File: config.mk
export PLATFORM = sky130hd
export DESIGN_NAME = lis_cell
export DESIGN_NICKNAME = d
export VERILOG_FILES = /design/src/lis_pkg.sv /design/src/lis_cell.sv
export VERILOG_INCLUDE_DIRS = /design/src /design/src/src
export SDC_FILE = /design/constraint.sdc
export NUM_CORES = 1
export LEC_CHECK = 0
export ABC_AREA = 1
export BUFFER_PORTS_ARGS = -buffer_cell sky130_fd_sc_hd__buf_4
export CAP_MARGIN = 30
export CELL_PAD_IN_SITES_DETAIL_PLACEMENT = 0
export CELL_PAD_IN_SITES_GLOBAL_PLACEMENT = 2
export CORE_MARGIN = 2
export CORE_UTILIZATION = 34
export CTS_CLUSTER_DIAMETER = 150
export CTS_CLUSTER_SIZE = 10
export DETAILED_ROUTE_END_ITERATION = 7
export GPL_TIMING_DRIVEN = 0
export PLACE_DENSITY_LB_ADDON = 0.1
export SLEW_MARGIN = 25
export SYNTH_ARGS = -nofsm -noshare
export SYNTH_HDL_FRONTEND = slang
export SYNTH_SLANG_ARGS = --single-unit
export TNS_END_PERCENT = 20
File: constraint.sdc
create_clock -name clock -period 6.53 [get_ports clock]
set_input_delay 0.653 -clock clock [delete_from_list [all_inputs] [get_ports clock]]
set_output_delay 0.653 -clock clock [all_outputs]
set_load 0.005 [all_outputs]
File: src/assert_macros.svh
// ----------------------------------------------------------------------------
// Assertion macros
// Clocked assertion shorthands shared by the block's modules.
// ----------------------------------------------------------------------------
`ifndef ASSERT_MACROS_SVH
`define ASSERT_MACROS_SVH

`ifndef NO_ASSERTIONS
// cond must hold at every edge out of reset
`define ASSERT_ALWAYS(label, clk, rst, cond, msg) \
   label: assert property (@(posedge clk) disable iff (rst) (cond)) else $error(msg);
// cons must hold at the edge after ante
`define ASSERT_NEXT(label, clk, rst, ante, cons, msg) \
   label: assert property (@(posedge clk) disable iff (rst) (ante) |=> (cons)) else $error(msg);
`else
`define ASSERT_ALWAYS(label, clk, rst, cond, msg)
`define ASSERT_NEXT(label, clk, rst, ante, cons, msg)
`endif

`endif

File: src/lis_pkg.sv
// ----------------------------------------------------------------------------
// lis_pkg
// Sizes and the token that walks the tail cell chain.
// ----------------------------------------------------------------------------
package lis_pkg;

   localparam int MAX_LEN = 1024;
   localparam int DATA_W  = 32;
   localparam int LEN_W   = 11;
   localparam int CNT_W   = $clog2(MAX_LEN + 1);

   typedef struct packed {
      logic                     vld;
      logic                     last;
      logic                     placed;
      logic signed [DATA_W-1:0] value;
      logic [CNT_W-1:0]         count;
   } token_type;

endpackage

File: src/lis_cell.sv
// ----------------------------------------------------------------------------
// lis_cell
// One tail slot: takes the first passing value not above its tail, counts
// its own occupancy into the token and hands the token on.
// ----------------------------------------------------------------------------
`include "assert_macros.svh"

module lis_cell (
   input  logic               clock,
   input  logic               reset,
   input  logic               adv,
   input  lis_pkg::token_type tok_in,
   output lis_pkg::token_type tok_out
);

   logic                              occ_ff;
   logic                              occ_in;
   logic signed [lis_pkg::DATA_W-1:0] tail_ff;
   logic signed [lis_pkg::DATA_W-1:0] tail_in;
   lis_pkg::token_type                tok_ff;
   lis_pkg::token_type                tok_in_nxt;
   logic                              hit;
   logic                              occ_after;

   assign hit = tok_in.vld && !tok_in.placed &&
                (!occ_ff || ($signed(tail_ff) >= $signed(tok_in.value)));
   assign occ_after = occ_ff || hit;

   always_comb begin
      occ_in  = occ_ff;
      tail_in = tail_ff;
      if (adv && tok_in.vld) begin
         if (hit) begin
            tail_in = tok_in.value;
         end
         // drop the slot once the closing beat has passed
         occ_in = occ_after && !tok_in.last;
      end
   end

   always_comb begin
      tok_in_nxt        = tok_in;
      tok_in_nxt.placed = tok_in.placed || hit;
      tok_in_nxt.count  = tok_in.count + lis_pkg::CNT_W'(occ_after);
   end

   always_ff @(posedge clock) begin
      if (reset) begin
         occ_ff <= 1'b0;
         tok_ff <= '0;
      end else begin
         occ_ff <= occ_in;
         if (adv) begin
            tok_ff <= tok_in_nxt;
         end
      end
   end

   always_ff @(posedge clock) begin
      tail_ff <= tail_in;
   end

   assign tok_out = tok_ff;

   `ASSERT_ALWAYS(a_placed_counts, clock, reset, !(tok_ff.vld && tok_ff.placed) || (tok_ff.count != '0), "placed token with zero length")
   `ASSERT_NEXT(a_last_clears, clock, reset, adv && tok_in.vld && tok_in.last, !occ_ff, "slot kept after closing beat")

endmodule

After elaboration in Yosys (flattened, before gate mapping)
Index checks and enable logic that the tools add are counted.
{"block": "word_totals", "elab_cells": 20, "mem_bits_rw": 0, "mem_count": 0, "latch_bits": 0, "ff_bits": 79, "in_bits": 49, "rom_bits": 0}
{"block": "op_classes", "n_div": 0, "n_mux": 0, "reduce_logical": 11, "eq_ne": 0, "n_mul": 0, "n_addsub": 1, "n_shift": 0, "order_cmp": 1, "n_bitwise": 0}
{"operator": "32-bit greater-or-equal comparator", "n": 1}
{"operator": "11-bit by 1-bit adder with 11-bit output", "n": 1}
{"operator": "1-bit logical AND", "n": 4}
{"operator": "1-bit zero test", "n": 3}
{"operator": "1-bit logical OR", "n": 3}
{"operator": "2-bit AND reduction", "n": 1}

Logic depth before layout (Yosys ltp)
{"block": "logic_depth", "word_depth": 5, "ltp_mapped": 17, "mapped_depth_nobuf": 17}

Least setup slack after synthesis
OpenSTA, ideal clock, no wires.
{"block": "synth_timing", "path_kind": "input-to-reg", "startpoint": "input tok_in[42] (netlist name)", "endpoint": "register tail_ff[0] (netlist name) (enable)", "slack_ns": 3.777, "cell_stages": 12, "required_ns": 6.143, "t_arrival_ns": 2.366, "path_cell_list": "inv_1 ha_1 nand2_1 nor2_2 nand2_2 nor4_4 nand2_1 nand2_1 nand2_1 nand3_2 nand2_2 inv_1"}
{"block": "synth_between", "elab_chain_cells": 4}
{"item": "from (decl)", "line": "lis_cell.sv:12", "text": "input lis_pkg::token_type tok_in,"}
{"item": "32-bit greater-or-equal comparator", "line": "lis_cell.sv:26", "text": "(!occ_ff || ($signed(tail_ff) >= $signed(tok_in.value)));"}
{"item": "1-bit logical OR", "line": "lis_cell.sv:26"}
{"item": "1-bit logical AND", "line": "lis_cell.sv:25", "text": "assign hit = tok_in.vld && !tok_in.placed &&"}
{"item": "2-bit AND reduction (no line)"}
{"item": "to (signal assigned)", "line": "lis_cell.sv:60", "text": "tail_ff <= tail_in;"}
{"item": "to (decl)", "line": "lis_cell.sv:18", "text": "logic signed [lis_pkg::DATA_W-1:0] tail_ff;"}
Every way passes these cells.
A chain may end at the register's enable or synchronous reset.

Worst setup path in the final report
{"block": "layout_timing", "startpoint": "input tok_in[42] (netlist name)", "endpoint": "register tail_ff[19] (netlist name) (enable)"}
The elaborated chain is that of the path after synthesis.

==> results.md <==
- DR iter-0 viols: 83
- Critical path class: in2reg
- Clock sinks: 79
- I/O Pins: 95
- Worst Hold Launch: tok_out[0]
- CTS HTree Levels: 3
- VDD IR-drop max: around 0.088 mV
- Chip width: 108 um
- Startpoint class of the critical path: primary input
- FP Rows: 38
- Pwr Density: 227 nW/um2
- Flop and latch count out of synthesis: 79
- Max Clock Freq: 0.395 GHz
- Max Cap Viol: 0
- Power consumption: roughly 1.1 mW
- Initial Utilization: 34.5%
- Fin. Hold Viols: 0
- Data required time of the critical path: 6.51 ns
- Netlist cell types: 32
- Overflow after GRT: 0
- Post-synth top area cell: edfxtp_1
- Initial antenna violation count: 0
- CP endpoint kind: register
- Fin util: approximately 44%
- Reg-to-Reg Start: tail_ff[31]
- Area Growth Syn to Fin: 28.9%
- Clock Tree Buf Depth: 2
- Share of the synthesized area in the top cell type: 26.1%
- Post-CTS Setup Inserts: 0
- Largest net degree at the start of global routing: 33
- All-Layer GR Usage: roughly 16%
- Clk_lat worst skew: 0.35 ns
- CTS tree: yes
- Tmin final: approximately 2.5 ns
- Layout cells sized above 1: 25.8%
- RSZ-0062 raised after global routing: false
- Synth top area cells: edfxtp_1 26%, dfxtp_1 26%, ha_1 12%
- Final Skew: 0.00883 ns
- Worst EP arrival: 2.51 ns
- Hold Crit Class: reg2reg
- Slew headroom: 50.7%
- Final Max Tran Viols: 0
- Root Buffer: clkbuf_8
- Synth warnings: 0
- Syn Area/Cell: 9.48 um2
- Syn_nets: between 400 and 500
- Final setup viols: 0
- Final period util: between 30% and 40%
- Num CTS Buffers: 9
- Routability cong.: roughly 0.76
- Antenna Nets Post-Route: 0
- # port buffers: 92
- First-pass GRT wire length: around 14000 um
- Final nets: 575
- Via density: roughly 4.5
- Core area: 10700 um2
- Vias in the first global route: 2760
- DRC Markers: 0
- DR WL/cell: approximately 14 um
- Drt total wl: 8610 um
- CP max FO: 32
- DR pass1 iterations: 6
- Lkg Pwr: 2.24 nW
- Post-Syn Instances: 389
- N_diodes: 0
- Seq/Total Area, Yosys: 51.6%
- Die H: 108 um
- Clock Pin Slew Worst Setup and Hold Paths: 0.08 ns
- Measured slew at the worst slew-check pin: 0.739 ns
- Hold-fix buffers at CTS: 0
- Die area: about 12000 um2
- Post-route setup TNS: 0 ns
- Dpl hpwl: 6410 um
- Status: finished clean
- CTS resizes: 0
- Vias: 2860
- Crit. Startpoint: tok_in[42]
- Synthesized area: 3690 um2
per-layer routing:
layer	GRT usage, %	routed length [um]	part of all wire [%]	vias to the layer above
met4	6.87	138	1.6	0
met5	0	0	0	-
met2	25.9	4130	48	48
met1	19.8	4020	47	1307
li1	-	-	-	1496
met3	2.71	320	3.7	9
metrics by stage:
stage / hold slack [ns] / setup WS [ns] / cells / area, um2
detailed placement: 0.460 / 3.54 / 621 / 4550
floorplan: 0.457 / 3.78 / 389 / 3690
finish: 0.469 / 4.00 / 637 / 4750
global placement: 0.455 / 3.08 / 621 / 4550
CTS: 0.466 / 3.92 / 637 / 4750
global route: 0.462 / 3.76 / 637 / 4750
synth_stat cells:
| cell type | instances |
|---|---|
| a211oi_1 | 31 |
| a21o_1 | 1 |
| a21oi_1 | 19 |
| a21oi_2 | 2 |
| a22oi_1 | 1 |
| buf_1 | 1 |
| buf_2 | 2 |
| buf_4 | 2 |
| clkbuf_1 | 10 |
| clkinv_1 | 1 |
| dfxtp_1 | 47 |
| edfxtp_1 | 32 |
| ha_1 | 34 |
| inv_1 | 54 |
| inv_2 | 2 |
| nand2_1 | 48 |
| nand2_2 | 2 |
| nand2_4 | 1 |
| nand3_1 | 4 |
| nand3_2 | 4 |
| nand4_1 | 2 |
| nor2_1 | 61 |
| nor2_2 | 1 |
| nor3_2 | 2 |
| nor3b_2 | 1 |
| nor4_4 | 1 |
| o21a_1 | 1 |
| o21a_2 | 1 |
| o21ai_0 | 8 |
| o21ai_1 | 4 |
| xnor2_1 | 1 |
| xor2_1 | 8 |
final timing paths:
kind            endpoint  slack [ns]  cells past startpoint
max          tail_ff[19]        4.00                     13
min           tok_out[0]        0.47                      2
max reg2reg  tail_ff[19]        4.06                     11
min reg2reg   tok_out[0]        0.47                      2
final cells by class:
| cell class | count | area [um2] |
|---|---|---|
| timing repair buffer | 92 | 691 |
| sequential | 79 | 1900 |
| clock buffer | 12 | 155 |
| inverter | 57 | 214 |
| buffer | 15 | 66.3 |
| fill | 1097 | 5940 |
| tap | 140 | 175 |
| multi-input combinational | 238 | 1510 |
| clock inverter | 4 | 43.8 |
critical path, stage by stage:
cell and delay, ns:
buf_4 0.09, inv_1 0.05, ha_1 0.33, nand2_1 0.09, nor2_2 0.15, nand2_2 0.09, nor4_4 0.17, nand2_1 0.10
nand2_1 0.07, nand2_1 0.05, nand3_2 0.06, nand2_2 0.06, inv_2 0.54
flip-flops by register name, summed over array words and instances, names as in the netlist:
name     cells
occ_ff       1
tail_ff     32
tok_out     46
report_power, final:
group	leakage, nW	internal [mW]	switching (mW)
logic	1.45	0.0746	0.0782
clock network	0.104	0.195	0.179
registers	0.684	0.539	0.0120
total	2.24	0.809	0.269
cell usage in the layout (no fill, tap or decap), types with 2 or more instances in the layout:
cell and count:
buf_4 94, nor2_1 61, inv_1 53, nand2_1 48
dfxtp_1 47, ha_1 34, edfxtp_1 32, a211oi_1 31
a21oi_1 19, clkbuf_1 11, clkbuf_8 11, o21ai_0 8
xor2_1 8, nand3_1 4, nand3_2 4, o21ai_1 4
inv_2 3, clkinv_1 2, nand4_1 2, nand2_2 2
a21oi_2 2, buf_2 2, nor3_2 2, clkinv_2 2
cell families (layout without fill, tap and decap cells):
family,after synthesis,after routing,share of synthesized area [%]
fa+ha+maj,34,34,11.5
xor+xnor,9,9,2.14
buf+inv,72,180,7.60
flops,79,79,51.6
compound gates,68,68,11.8
simple gates,127,127,15.3
Note: power is estimated with default switching activity, not from simulation.
