===== config.mk =====
export PLATFORM = sky130hd
export DESIGN_NAME = lis_out_flat
export DESIGN_NICKNAME = d
export VERILOG_FILES = /design/src/lis_pkg.sv /design/src/lis_if.sv /design/src/lis_out.sv /design/src/flat_wrapper.sv
export VERILOG_INCLUDE_DIRS = /design/src /design/src/src
export SDC_FILE = /design/constraint.sdc
export NUM_CORES = 1
export LEC_CHECK = 0
export ABC_CLOCK_PERIOD_IN_PS = 1250
export BUFFER_PORTS_ARGS = -buffer_cell sky130_fd_sc_hd__buf_2
export CORE_ASPECT_RATIO = 0.8
export CORE_UTILIZATION = 29
export CTS_CLUSTER_DIAMETER = 120
export DETAILED_ROUTE_END_ITERATION = 10
export PLACE_DENSITY = 0.73
export SYNTH_ARGS = -nofsm -noshare
export SYNTH_HDL_FRONTEND = slang
export SYNTH_SLANG_ARGS = --single-unit

===== constraint.sdc =====
create_clock -name clock -period 1.25 [get_ports clock]
set_input_delay 0.0625 -clock clock [delete_from_list [all_inputs] [get_ports clock]]
set_output_delay 0.0625 -clock clock [all_outputs]
set_load 0.01 [all_outputs]

===== src/assert_macros.svh =====
// ----------------------------------------------------------------------------
// Assertion macros
// Clocked assertion shorthands shared by the block's modules.
// ----------------------------------------------------------------------------
`ifndef ASSERT_MACROS_SVH
`define ASSERT_MACROS_SVH

`ifndef NO_ASSERTIONS
// cond must hold at every edge out of reset
`define ASSERT_ALWAYS(label, clk, rst, cond, msg) \
   label: assert property (@(posedge clk) disable iff (rst) (cond)) else $error(msg);
// cons must hold at the edge after ante
`define ASSERT_NEXT(label, clk, rst, ante, cons, msg) \
   label: assert property (@(posedge clk) disable iff (rst) (ante) |=> (cons)) else $error(msg);
`else
`define ASSERT_ALWAYS(label, clk, rst, cond, msg)
`define ASSERT_NEXT(label, clk, rst, ante, cons, msg)
`endif

`endif


===== src/lis_pkg.sv =====
// ----------------------------------------------------------------------------
// lis_pkg
// Sizes and the token that walks the tail cell chain.
// ----------------------------------------------------------------------------
package lis_pkg;

   localparam int MAX_LEN = 1024;
   localparam int DATA_W  = 32;
   localparam int LEN_W   = 11;
   localparam int CNT_W   = $clog2(MAX_LEN + 1);

   typedef struct packed {
      logic                     vld;
      logic                     last;
      logic                     placed;
      logic signed [DATA_W-1:0] value;
      logic [CNT_W-1:0]         count;
   } token_type;

endpackage


===== src/lis_if.sv =====


interface lis_rsp_if;
   logic                      valid;
   logic                      ready;
   logic [lis_pkg::LEN_W-1:0] lis_length;
   logic                      is_final;
   logic                      overflow;

   modport source (output valid, output lis_length, output is_final, output overflow,
                   input ready);
   modport sink (input valid, input lis_length, input is_final, input overflow,
                 output ready);
endinterface


===== src/lis_out.sv =====
// ----------------------------------------------------------------------------
// lis_out
// Result register at the end of the chain: sticky overflow per sequence and
// the chain-wide advance.
// ----------------------------------------------------------------------------
`include "assert_macros.svh"

module lis_out (
   input  logic               clock,
   input  logic               reset,
   input  lis_pkg::token_type tok,
   output logic               adv,
   lis_rsp_if.source          rsp
);

   logic                      vld_ff;
   logic                      vld_in;
   logic                      ovf_ff;
   logic                      ovf_in;
   logic                      ovf_now;
   logic [lis_pkg::LEN_W-1:0] len_ff;
   logic                      fin_ff;
   logic                      rsp_ovf_ff;

   assign adv     = !vld_ff || rsp.ready;
   assign ovf_now = ovf_ff || !tok.placed;

   always_comb begin
      vld_in = vld_ff;
      ovf_in = ovf_ff;
      if (adv) begin
         vld_in = tok.vld;
         if (tok.vld) begin
            ovf_in = ovf_now && !tok.last;
         end
      end
   end

   always_ff @(posedge clock) begin
      if (reset) begin
         vld_ff <= 1'b0;
         ovf_ff <= 1'b0;
      end else begin
         vld_ff <= vld_in;
         ovf_ff <= ovf_in;
      end
   end

   always_ff @(posedge clock) begin
      if (adv && tok.vld) begin
         len_ff     <= lis_pkg::LEN_W'(tok.count);
         fin_ff     <= tok.last;
         rsp_ovf_ff <= ovf_now;
      end
   end

   assign rsp.valid      = vld_ff;
   assign rsp.lis_length = len_ff;
   assign rsp.is_final   = fin_ff;
   assign rsp.overflow   = rsp_ovf_ff;

   `ASSERT_ALWAYS(a_ovf_full, clock, reset, !(vld_ff && rsp_ovf_ff) || (len_ff == lis_pkg::LEN_W'(lis_pkg::MAX_LEN)), "overflow reported below capacity")
   `ASSERT_NEXT(a_ovf_clear, clock, reset, adv && tok.vld && tok.last, !ovf_ff, "overflow kept across sequences")

endmodule


===== src/flat_wrapper.sv =====
// flat-port wrapper written by rule: the top's interface ports become plain ports
module lis_out_flat 
  (clock, reset, tok, adv, rsp_valid, rsp_lis_length, rsp_is_final, rsp_overflow, rsp_ready);
  lis_rsp_if rsp_i ();
  input  logic clock;
  input  logic reset;
  input  lis_pkg::token_type tok;
  output logic adv;
  output wire logic [$bits(rsp_i.valid)-1:0] rsp_valid;
  output wire logic [$bits(rsp_i.lis_length)-1:0] rsp_lis_length;
  output wire logic [$bits(rsp_i.is_final)-1:0] rsp_is_final;
  output wire logic [$bits(rsp_i.overflow)-1:0] rsp_overflow;
  input wire logic [$bits(rsp_i.ready)-1:0] rsp_ready;
  assign rsp_valid = rsp_i.valid;
  assign rsp_lis_length = rsp_i.lis_length;
  assign rsp_is_final = rsp_i.is_final;
  assign rsp_overflow = rsp_i.overflow;
  assign rsp_i.ready = rsp_ready;
  lis_out u_core (.clock(clock), .reset(reset), .tok(tok), .adv(adv), .rsp(rsp_i));
endmodule

=== Word-level counts from Yosys, hierarchy flattened ===
Cells that the tools add are included.

* Register bits: 15
* Bits of input ports: 49
* Output and inout bits: 15
* Logic and storage cells: 13

* Reductions and logical operators: 8

{| class="wikitable"
|+ Operator list
! kind !! count
|-
| 1-bit zero test || 3
|-
| 1-bit logical AND || 2
|-
| 1-bit logical OR || 2
|-
| 2-bit AND reduction || 1
|}

=== Longest topological paths before layout ===
* Depth after elaboration: 3
* Depth in mapped cells: 3
* Mapped depth without buffers: 3

=== Worst setup path after synthesis ===
Ideal clock, no wire load.

* Path kind: register -> register
* From: register u_core.vld_ff (netlist: u_core.rsp.valid)
* To: register u_core.fin_ff (netlist: u_core.rsp.is_final) (enable)
* Library setup time: 0.310 ns
* Data arrival time: 0.676 ns
* Required time: 0.940 ns
* Slack: 0.264 ns
* Stages on the path, launching flop included: 3
* Path buffers: 0
* Clock period less this slack: 0.986 ns
* Path through: dfxtp_1 -> nand2b_4 -> and2_4

* Cells in the longest elaborated chain, start to end: 3

{| class="wikitable"
|+ RTL lines
! item !! line !! RTL
|-
| start, declared || lis_out.sv:16 || <nowiki>logic vld_ff;</nowiki>
|-
| start signal, assigned || lis_out.sv:44 || <nowiki>vld_ff <= vld_in;</nowiki>
|-
| 1-bit zero test || lis_out.sv:25 || <nowiki>assign adv = !vld_ff || rsp.ready;</nowiki>
|-
| 1-bit logical OR || lis_out.sv:25 ||
|-
| via adv || flat_wrapper.sv:8 || <nowiki>output logic adv;</nowiki>
|-
| 1-bit logical AND || lis_out.sv:50 || <nowiki>if (adv && tok.vld) begin</nowiki>
|-
| end signal, assigned || lis_out.sv:52 || <nowiki>fin_ff <= tok.last;</nowiki>
|-
| end, declared || lis_out.sv:22 || <nowiki>logic fin_ff;</nowiki>
|}

The timed path passes the listed nets, and every way through them passes these cells.
A chain may end at the register's enable or synchronous reset.

=== Final worst setup path ===
* From: register u_core.vld_ff (netlist: u_core.rsp.valid)
* To: register u_core.fin_ff (netlist: u_core.rsp.is_final) (enable)

* Cells in the longest elaborated chain, start to end: 3

{| class="wikitable"
|+ RTL lines
! item !! line
|-
| 1-bit zero test || lis_out.sv:25
|-
| 1-bit logical OR || lis_out.sv:25
|-
| 1-bit logical AND || lis_out.sv:50
|}

Every way passes these cells.

==> flow_summary.json <==
{
  "r2r_cells": 2,
  "synth_cell_types": 9,
  "clock-sinks": 15,
  "fin_nets": 121,
  "synth_edf_count": 13,
  "outcome": "completed",
  "rows": 12,
  "multiInputGateArea_sq_um": 52.6,
  "io_pins": 64,
  "drt-total-wl_um": 973,
  "drive_gt1_share_pct": 53.5,
  "ff2ff_setup_slack_ns": 0.27,
  "drtIter0Drc": 4,
  "synthMuxAreaShare_pct": 0,
  "hold_buffers": 13,
  "htree_levels": 1,
  "netlist_area_sq_um": 490,
  "grtUsageTotal_pct": 11.7,
  "seq_area_sq_um": 430,
  "cp-start-kind": "register",
  "synth_fa_ha_area_share_pct": 0,
  "async_flop_share_pct": 0,
  "numCtsBuffers": 3,
  "setup_ws_ns": 0.273,
  "wire_per_inst_um": 10.6,
  "hold_depth": 3,
  "finalClockSkew_ns": 0.00246,
  "finalInstanceArea_sq_um": 830,
  "insertion_delay_ns": 0.28,
  "gp_congestion": 0.619,
  "antenna_cells": 0,
  "num_vias": 353,
  "ant_nets": 0,
  "clock-root-buffer": "clkbuf_4",
  "die_x_um": 48.0,
  "critical_path_arrival_ns": 0.95,
  "hold_viol": 0,
  "grt_max_degree": 15,
  "syn_to_final_growth_pct": 69.1,
  "crit_required_ns": 1.23,
  "cts.clk_slew.worst_paths_ns": 0.08,
  "setup_viol": 0,
  "grt_overflow": 0,
  "period_needed_ns": 0.977,
  "worst_pin_slew_ns": 0.189,
  "initial_core_util_pct": 33.0,
  "setup.worst_path.class": "reg -> reg",
  "synthCells": 23,
  "whs_ns": 0.0289,
  "hp-start": "tok[45]",
  "avgSynthCellArea_sq_um": 21.3,
  "synth_top_area_share_pct": 79.6,
  "yosysMostFrequentCell": "edfxtp_1",
  "yosys.area_share.simple_pct": 5.87,
  "synthTopCellsByArea": "edfxtp_1 (80%), dfxtp_1 (8.2%), nand2b_4 (2.8%), a211oi_2 (2.6%), and2_4 (1.8%)",
  "die-height_um": 38.8,
  "max_cap_violations": 0,
  "synth_top_area_cell": "edfxtp_1",
  "path_max_fanout": 14,
  "synth_compound_area_share_pct": 4.85,
  "syn_nets": 72,
  "synth_commonest_cells": "edfxtp_1 (13), dfxtp_1 (2), inv_1 (2)",
  "grt_pass1_vias": 320,
  "vias_per_cell": 3.84,
  "fmax_ghz": 1.02,
  "vdd_ir_drop_max_v": 0.000713,
  "antenna_found_initial": 0,
  "powerDensity_nw_per_um2": 1170,
  "ctsResizeCount": 0,
  "synth_ff_type": "edfxtp_1",
  "die-area_sq_um": 1860,
  "power_leakage_nw": 0.366,
  "fillCellCount": 139,
  "hold_path.class": "in -> reg",
  "ys_seq_area_share_pct": 87.8,
  "ys_ff_latch": 15,
  "fin_util_pct": 55.8,
  "first_pass_iters": 3,
  "cts_tree": "built",
  "synth_top_family_by_area": "simple AND/OR/NAND/NOR gates",
  "cp-end-kind": "register",
  "ys_warn_count": 0,
  "whs_endpoint": "u_core.rsp.valid",
  "slew_viol_final": 0,
  "drc": 0,
  "synth_xor_area_share_pct": 0,
  "core_area_sq_um": 1490,
  "relSlewSlack_pct": 87.4,
  "placed_cell_area_sq_um": 672,
  "pre_cts_ws_ns": 0.273,
  "cts_buffer_depth": 2,
  "tns_ns": 0,
  "grt_pass1_wl_um": 1350,
  "rsz0062_at_grt": "no",
  "port-buffer-count": 31,
  "post_cts_buffers": 0,
  "r2r-end": "u_core.rsp.is_final",
  "r2r_start": "u_core.rsp.valid",
  "period_share_pct": 78.1
}
-- where the power goes --
part / internal, mW / switching [mW] / total, mW
clock network: 0.119 / 0.143 / 0.261
registers: 0.578 / 0.00796 / 0.586
logic: 0.0718 / 0.0537 / 0.126
total: 0.768 / 0.204 / 0.972
-- worst max-delay path, stage by stage, from the launching register on --
cell      delay [ns]
dfxtp_1         0.34
nand2b_4        0.08
and2_4          0.26
-- state kept, by name, indices dropped and copies added (netlist names) --
register	flops
u_core.ovf_ff	1
u_core.rsp.is_final	1
u_core.rsp.lis_length	11
u_core.rsp.overflow	1
u_core.rsp.valid	1
-- worst max-delay path by stage --
stage,startpoint,endpoint,slack (ns)
2_1_floorplan,u_core.rsp.valid,u_core.rsp.is_final,0.26
6_report,u_core.rsp.valid,u_core.rsp.is_final,0.27
3_5_place_dp,u_core.rsp.valid,u_core.rsp.lis_length[1],0.27
5_1_grt,u_core.rsp.valid,u_core.ovf_ff,0.19
4_1_cts,u_core.rsp.valid,u_core.rsp.lis_length[1],0.26
3_3_place_gp,u_core.rsp.valid,u_core.rsp.lis_length[0],0.29
-- layout make-up --
class	instances	area share, %
Tap cell	21	3.17
Inverter	2	0.905
Clock inverter	1	0.603
Sequential cell	15	51.9
Timing Repair Buffer	44	34.4
Multi-Input combinational cell	6	6.33
Clock buffer	3	2.71
-- cells in the final DEF (no fill, tap or decap) --
master	Yosys	routed
buf_2	0	31
dlygate4sd3_1	0	13
edfxtp_1	13	13
clkbuf_4	0	3
inv_1	2	2
dfxtp_1	2	2
nand2b_4	1	1
and2_4	1	1
nand2b_1	1	1
a31oi_1	1	1
a211oi_2	1	1
a21oi_1	1	1
clkinv_2	0	1
-- metrics by stage --
stage                     power (mW)  instances
after floorplan                0.636         23
after global placement         0.689         75
after detailed placement       0.692         75
after CTS                      0.989         92
after global routing            1.02         92
final                          0.972         92
-- kinds of logic after synthesis --
logic type / after synthesis
buffers and inverters: 2
DFF: 15
AOI/OAI and AO/OA: 3
and+or+nand+nor: 3
-- per-layer routing --
metal	track usage [%]	wire, um
met2	21.3	505
met4	4.17	13
met3	7.01	66
met1	10.3	388
met5	0	0
Note: power is estimated with default switching activity, not from simulation.
